`src/hw/rtl/pps_pkg.sv`:
```
// Shared types and constants for the periodic pattern subtract block.
// Used by the controller, the datapath and the top level.
`default_nettype none

package pps_pkg;

  // Field widths fixed by the interface
  localparam int unsigned CW   = 14;  // baseline start/stop, period count
  localparam int unsigned LW   = 9;   // pattern length register
  localparam int unsigned SMPW = 16;  // raw sample
  localparam int unsigned RESW = 22;  // residual, 4 fractional bits
  localparam int unsigned FRAC = 4;
  localparam int unsigned ACTW = 2;
  localparam int unsigned CFG_IDX_W = 2;

  // Default sizes of the stores
  localparam int unsigned MAX_PULSE_DEF   = 8192;
  localparam int unsigned MAX_PATTERN_DEF = 256;

  // Register reset values
  localparam logic [LW-1:0] LEN_RESET   = 9'd100;
  localparam logic [CW-1:0] START_RESET = 14'd0;
  localparam logic [CW-1:0] STOP_RESET  = 14'd2000;

  // Register indexes
  localparam logic [CFG_IDX_W-1:0] REG_LENGTH = 2'd0;
  localparam logic [CFG_IDX_W-1:0] REG_START  = 2'd1;
  localparam logic [CFG_IDX_W-1:0] REG_STOP   = 2'd2;

  // Request actions
  localparam logic [ACTW-1:0] ACT_LOAD   = 2'd0;
  localparam logic [ACTW-1:0] ACT_FINISH = 2'd1;
  localparam logic [ACTW-1:0] ACT_READ   = 2'd2;

  typedef struct packed {
    logic [ACTW-1:0]        action;
    logic signed [SMPW-1:0] sample;
  } req_t;

  typedef struct packed {
    logic signed [RESW-1:0] residual;
    logic                   pattern_valid;
    logic                   last;
  } rsp_t;

  // Commands from the controller to the datapath
  typedef struct packed {
    logic load;        // append sample to the pulse store
    logic fin_emit;    // finish result, set pattern valid flag
    logic fin_valid;
    logic rd_issue;    // read sample and pattern for the next residual
    logic rd_emit;     // produce residual, advance read pointers
    logic cnt_start;   // divide window width by length
    logic cnt_latch;
    logic end_calc;    // window end = start + count * length
    logic walk_init;
    logic walk_read;
    logic walk_write;
    logic div_read;    // fetch phase sum
    logic div_start;   // divide 16 * sum by count
    logic div_write;
  } cmd_t;

  // Status from the datapath to the controller
  typedef struct packed {
    logic pre_ok;
    logic chk_ok;
    logic rd_avail;
    logic walk_last;
    logic ph_last;
    logic div_done;
  } sts_t;

endpackage

`default_nettype wire

```
`src/hw/rtl/pps_ctrl.sv`:
```
// Sequencer for the periodic pattern subtract block.
// Depends on pps_pkg for command and status structs and action codes.
`default_nettype none

module pps_ctrl import pps_pkg::*; (
  input  wire logic            clk_i,
  input  wire logic            rst_ni,
  input  wire logic            start_i,
  input  wire logic [ACTW-1:0] action_i,
  input  wire sts_t            sts_i,
  output cmd_t                 cmd_o,
  output logic                 busy_o
);

  localparam logic [3:0] S_IDLE = 4'd0;
  localparam logic [3:0] S_CNT  = 4'd1;  // wait for period count
  localparam logic [3:0] S_END  = 4'd2;  // compute window end
  localparam logic [3:0] S_CHK  = 4'd3;  // check window fits the pulse
  localparam logic [3:0] S_WRD  = 4'd4;  // fetch sample and phase sum
  localparam logic [3:0] S_WWR  = 4'd5;  // accumulate phase sum
  localparam logic [3:0] S_DRD  = 4'd6;  // fetch phase sum
  localparam logic [3:0] S_DST  = 4'd7;  // start per-phase divide
  localparam logic [3:0] S_DWT  = 4'd8;  // wait divide, store pattern
  localparam logic [3:0] S_ROUT = 4'd9;  // emit residual

  logic [3:0] state_q, state_d;
  logic       accept;

  assign busy_o = (state_q != S_IDLE);
  assign accept = start_i && (state_q == S_IDLE);

  // Next state and command decode
  always_comb begin
    state_d = state_q;
    cmd_o   = '0;
    unique case (state_q)
      S_IDLE: begin
        if (accept) begin
          unique case (action_i)
            ACT_LOAD: begin
              cmd_o.load = 1'b1;
            end
            ACT_FINISH: begin
              if (sts_i.pre_ok) begin
                cmd_o.cnt_start = 1'b1;
                state_d         = S_CNT;
              end else begin
                cmd_o.fin_emit  = 1'b1;
                cmd_o.fin_valid = 1'b0;
              end
            end
            ACT_READ: begin
              if (sts_i.rd_avail) begin
                cmd_o.rd_issue = 1'b1;
                state_d        = S_ROUT;
              end
            end
            default: begin
              // drop unused action
            end
          endcase
        end
      end
      S_CNT: begin
        if (sts_i.div_done) begin
          cmd_o.cnt_latch = 1'b1;
          state_d         = S_END;
        end
      end
      S_END: begin
        cmd_o.end_calc = 1'b1;
        state_d        = S_CHK;
      end
      S_CHK: begin
        if (sts_i.chk_ok) begin
          cmd_o.walk_init = 1'b1;
          state_d         = S_WRD;
        end else begin
          cmd_o.fin_emit  = 1'b1;
          cmd_o.fin_valid = 1'b0;
          state_d         = S_IDLE;
        end
      end
      S_WRD: begin
        cmd_o.walk_read = 1'b1;
        state_d         = S_WWR;
      end
      S_WWR: begin
        cmd_o.walk_write = 1'b1;
        state_d          = sts_i.walk_last ? S_DRD : S_WRD;
      end
      S_DRD: begin
        cmd_o.div_read = 1'b1;
        state_d        = S_DST;
      end
      S_DST: begin
        cmd_o.div_start = 1'b1;
        state_d         = S_DWT;
      end
      S_DWT: begin
        if (sts_i.div_done) begin
          cmd_o.div_write = 1'b1;
          if (sts_i.ph_last) begin
            cmd_o.fin_emit  = 1'b1;
            cmd_o.fin_valid = 1'b1;
            state_d         = S_IDLE;
          end else begin
            state_d = S_DRD;
          end
        end
      end
      S_ROUT: begin
        cmd_o.rd_emit = 1'b1;
        state_d       = S_IDLE;
      end
      default: begin
        state_d = S_IDLE;
      end
    endcase
  end

  always_ff @(posedge clk_i or negedge rst_ni) begin
    if (!rst_ni) begin
      state_q <= S_IDLE;
    end else begin
      state_q <= state_d;
    end
  end

endmodule

`default_nettype wire

```
`config.mk`:
```
export PLATFORM = sky130hd
export DESIGN_NAME = pps_ctrl
export DESIGN_NICKNAME = d
export VERILOG_FILES = /design/src/hw/rtl/pps_pkg.sv /design/src/hw/rtl/pps_ctrl.sv
export SDC_FILE = /design/constraint.sdc
export NUM_CORES = 1
export LEC_CHECK = 0
export BUFFER_PORTS_ARGS = -buffer_cell sky130_fd_sc_hd__buf_2
export CORE_AREA = 2 2 39 41
export DETAILED_ROUTE_END_ITERATION = 8
export DIE_AREA = 0 0 41 43
export PLACE_DENSITY = 0.67
export SLEW_MARGIN = 15
export SYNTH_ARGS = -nofsm -noshare
export SYNTH_HDL_FRONTEND = slang
export SYNTH_SLANG_ARGS = --single-unit
```
`constraint.sdc`:
```
create_clock -name clk_i -period 2.55 [get_ports clk_i]
set_input_delay 0.1275 -clock clk_i [delete_from_list [all_inputs] [get_ports clk_i]]
set_output_delay 0.1275 -clock clk_i [all_outputs]
set_load 0.02 [all_outputs]
```
==> results of run 1 <==
==> worst max-delay path, delay by kind of cell, from the launching register on <==
family / cells / cell delay (ps)
DFF: 1 / 530
buffers and inverters: 1 / 160
AOI/OAI and AO/OA: 1 / 220
and+or+nand+nor: 2 / 910
==> placed cells by master (no fill, tap or decap) <==
master and n:
nor4_1 1, nor3b_1 1, o31a_1 1, nor4bb_1 1, nor2_1 10, nand2_1 2
o32ai_1 2, nand2b_1 4, mux2_4 1, nor3_1 2, dfrtp_1 4, nor4b_1 2
xnor2_1 1, or2b_1 1, nand3b_4 1, buf_2 25, a311o_1 1, o21ai_0 2
mux2_2 1, dlygate4sd3_1 1, or4_4 1, a31oi_1 1, o22a_1 1, and3_1 2
clkbuf_4 3, nand3_1 1, o41ai_2 1, nand4b_1 2, nor2b_1 3, and2_1 1
==> worst paths after layout <==
check                        endpoint  cells after the start  startpoint
max                         cmd_o[12]                      4  state_q[0]
min                        state_q[3]                      2    sts_i[0]
max reg2reg                state_q[0]                      4  state_q[0]
min reg2reg                state_q[1]                      2  state_q[1]
max in group asynchronous  state_q[0]                      2      rst_ni
min in group asynchronous  state_q[2]                      2      rst_ni
==> area by class of cell <==
type | count | area, um2
clock buffers | 3 | 22.5
well taps | 16 | 20.0
repair buffers | 26 | 135
multi-input cells | 47 | 333
flip-flops and latches | 4 | 100
fillers | 152 | 773
==> metrics by stage <==
| stage | hold slack, ps | power, mW | cells | setup WS [ps] | area [um2] |
|---|---|---|---|---|---|
| after floorplan | -168 | 0.462 | 55 | 768 | 448 |
| after global placement | -66.0 | 0.542 | 92 | 682 | 578 |
| after detailed placement | -66.6 | 0.549 | 92 | 643 | 578 |
| after CTS | 152 | 0.633 | 96 | 374 | 611 |
| after global routing | 159 | 0.692 | 96 | 229 | 611 |
| final | 159 | 0.627 | 96 | 383 | 611 |
==> report_power, final <==
group          leakage [nW]  internal [mW]  switching [mW]
clock network        0.0138         0.0525          0.0233
logic                 0.235          0.189           0.188
registers            0.0514         0.0887          0.0851
==> timing repair <==
| action | in CTS | in global routing |
|---|---|---|
| endpoints found under the setup margin | 0 | 0 |
| endpoints found under the hold margin | 4 | 0 |
| hold buffers | 1 | 0 |
| gates resized for setup | 0 | 0 |
==> cells by family after synthesis <==
family	after synthesis	share of synthesized area, %
XOR/XNOR	1	1.96
multiplexers	2	5.86
flip-flops	4	22.3
AND/OR/NAND/NOR	35	49.2
buffers and inverters	4	3.35
AO/OA/AOI/OAI	9	17.3
==> routing by layer <==
layer | part of all wire [%] | GRT usage [%]
met1 | 44 | 18.6
met2 | 50 | 21.3
met3 | 6.6 | 1.57
met4 | 0 | 8.00
met5 | 0 | 0
==> impl_metrics.toml, run 1 <==
[synth]
ys_top_cells_by_count = "nor2_1, clkbuf_1, dfrtp_1, nand2b_1, nor2b_1"
synth_area_um2 = 448
synth_edf_count = 0
synthCells = 55
ys_seq_elements = 4
yosysWarnings = 0
synth_cell_types = 28
ys.flop_type = "dfrtp_1"
ys_seq_area_share_pct = 22.3
async_reset_ff_share_pct = 100
synth_top_area_share_pct = 22.3
ys_top_cells_by_area = "dfrtp_1, nor2_1, nand2b_1, nand3b_4, nor2b_1"
synth.net_count = 66
synth_top_area_cell = "dfrtp_1"
synth_most_common_cell = "nor2_1"
syn-mean-instance-area_um2 = 8.14

[critical_path]
cpMaxStageDelayCell = "or4_4"
cp-start-kind = "register"
required_ps = 2420
worstPathCellList = "or4_4 -> nor3b_1 -> a311o_1 -> buf_2"
critPathArrivalTime_ps = 2040
critPathKind = "register to primary output"
r2r_setup_slack_ps = 690
end_kind = "primary output"
cp_max_fo = 16
slowest_delay_ps = 600

[cells_and_area]
largest_reg_flops = 4
area_growth_pct = 36.3
drive_gt1_share_pct = 41.3
reg_top3 = "state_q (4)"
regMostFlops = "state_q"
final_core_util_pct = 44.1
n_antenna_cell = 0
layout.nets = 93

[place]
portBuffers = 25
routabilityCongestion = 0.758
dp_hpwl_um = 854

[clock_tree]
numCtsBuffers = 3
post_cts_buffers = 0
cts_tree = "built"
clk_path_buf_depth = 2
root_buffer = "clkbuf_4"
cts.htree.levels = 1
numClockSinks = 4
clk_latency_ps = 230
clk_pin_slew_ps = 30

[job]
maxCapViolCount = 0

[drt]
drc = 0
drt_iter0_drc = 4
vias_per_cell = 5.43
wire_per_inst_um = 11.9
vias = 521
ant_nets = 0
first_pass_iters = 4
routed_wirelength_um = 1140

[timing]
fin_crit_sh_pct = 85.0
max_freq_mhz = 461
skew_ps = 1.75
worst_slew_pin_slew_ps = 483
hold_violations = 0
fin_tns_setup_ps = 0
finalMaxSlewViolations = 0
relSlewSlack_pct = 67.5
period_minus_slack_ps = 2170
finalSetupViolations = 0
rsz0062_at_grt = "no"

[global_routing]
grt_pass1_wl_um = 1730
grt_overflow = 0
antenna_found_initial = 0
grt_pass1_vias = 427
grt_max_degree = 17
grt.total_usage_pct = 14.1

[floorplan]
ios = 26
core_area_mm2 = 0.00138
die_area_mm2 = 0.00176
die_y_um = 43
start_util_pct = 32.4
rows = 14
die_w_um = 41

[outcome]
status = "finished, final reports clean"

[pwr]
leakagePower_nw = 0.301
ir_drop_mv = 0.540
pwr_density_cell_mw_per_mm2 = 1030

[min_path]
hp-class = "input pin to register"
No activity file was read; power rests on OpenSTA's default activity.
==> run 2, diff against run 1 <==
Settings changed: PLACE_DENSITY 0.67 to 0.7.
Clock period 2.55 ns to 1.9 ns, I/O delays scaled along.
==> impl_metrics.toml, run 2 (synthesis results as in run 1) <==
[timing]
max_freq_mhz = 549
period_minus_slack_ps = 1820
fin_crit_sh_pct = 95.9
worst_slew_pin_slew_ps = 502
finalMaxSlewViolations = 0
whs_ps = 121
relSlewSlack_pct = 66.2
hold_violations = 0
fin_tns_setup_ps = 0
finalSetupViolations = 0
worst_slack_ps = 77.5
skew_ps = 1.59
rsz0062_at_grt = "no"

[pwr]
leakagePower_nw = 0.326
pwr_density_cell_mw_per_mm2 = 1370
ir_drop_mv = 0.600
p_total_mw = 0.899

[critical_path]
worstPathCellList = "or4_4 -> nor3b_4 -> a311o_1 -> buf_2"
r2r_setup_slack_ps = 220
cp-start-kind = "register"
critPathKind = "register to primary output"
cpMaxStageDelayCell = "or4_4"
required_ps = 1800
end_kind = "primary output"
startpoint = "state_q[1]"
cp_max_fo = 4
worstReg2RegStart = "state_q[1]"
slowest_delay_ps = 570
critPathArrivalTime_ps = 1730
critPathTopFamily = "simple AND/OR/NAND/NOR gates"
crit_buf_inv = 1

[cells_and_area]
layout_common_cells = "buf_2, nor2_1, buf_4"
n_antenna_cell = 0
final_common_cell = "buf_2"
fillers = 154
area_growth_pct = 46.1
multi_input_area_um2 = 344
regMostFlops = "state_q"
drive_gt1_share_pct = 45.2
seqCellArea_um2 = 100
layout.nets = 97
largest_reg_flops = 4
reg_top3 = "state_q (4)"
finalInstanceArea_um2 = 654

[drt]
vias = 540
drc = 0
routed_wirelength_um = 1160
first_pass_iters = 6
wire_per_inst_um = 11.6
ant_nets = 0
vias_per_cell = 5.40
drt_iter0_drc = 5

[place]
portBuffers = 25
placed_area_um2 = 608
dp_hpwl_um = 891
dpl_worst_slack_ps = 175
routabilityCongestion = 0.782

[global_routing]
antenna_found_initial = 0
grt_pass1_wl_um = 1680
grt_max_degree = 16
grt_pass1_vias = 460
grt_overflow = 0
grt.total_usage_pct = 13.7

[clock_tree]
post_cts_buffers = 0
clk_latency_ps = 230
cts.htree.levels = 1
cts_tree = "built"
clk_path_buf_depth = 2
numCtsBuffers = 3
numClockSinks = 4
root_buffer = "clkbuf_4"
clk_pin_slew_ps = 40

[floorplan]
die_w_um = 41
die_area_mm2 = 0.00176
core_area_mm2 = 0.00138
rows = 14
die_y_um = 43
ios = 26
start_util_pct = 32.4

[outcome]
status = "finished, final reports clean"

[min_path]
hp-class = "input pin to register"
hp-start = "sts_i[0]"

[job]
maxCapViolCount = 0
run 2: cell count changes in the layout (fill, tap and decap cells not counted):
cell	delta
buf_2	-1
buf_4	+5
nor3b_1	-1
nor3b_4	+1
run 2: timing repair:
item | in CTS | in global routing
pin swaps | 0 | 1
hold endpoints to repair | 4 | 0
gates resized for setup | 1 | 2
endpoints found under the setup margin | 3 | 3
hold buffers | 1 | 0
run 2: layer usage:
| metal | global-route usage [%] | wire, um | vias to the layer above |
|---|---|---|---|
| met2 | 22.8 | 610 | 15 |
| li1 | - | - | 266 |
| met4 | 6.00 | 0 | 0 |
| met1 | 15.6 | 475 | 259 |
| met3 | 3.14 | 75 | 0 |
| met5 | 0 | 0 | - |
run 2: per-stage QoR:
stage | std cells | utilization, %
after global routing | 100 | 47.3
final | 100 | 47.3
after global placement | 96 | 43.9
after CTS | 100 | 46.7
after floorplan | 55 | -
after detailed placement | 96 | 43.9
run 2: path summary, 6_finish.rpt:
kind	end	cells after the start
max in group asynchronous	state_q[0]	2
min reg2reg	state_q[3]	2
min in group asynchronous	state_q[2]	2
max	cmd_o[12]	4
max reg2reg	state_q[0]	4
min	state_q[3]	2
run 2: area by class of cell:
cell class                 count  area share [%]
multi-input combinational     47            52.6
tap                           16            3.06
timing repair buffer          30            25.6
clock buffer                   3            3.44
sequential                     4            15.3
run 2: where the power goes:
group	total [mW]	internal, mW	switching (mW)
Sequential	0.136	0.120	0.0154
Combinational	0.660	0.299	0.361
Clock	0.103	0.0705	0.0328
Total	0.899	0.490	0.410
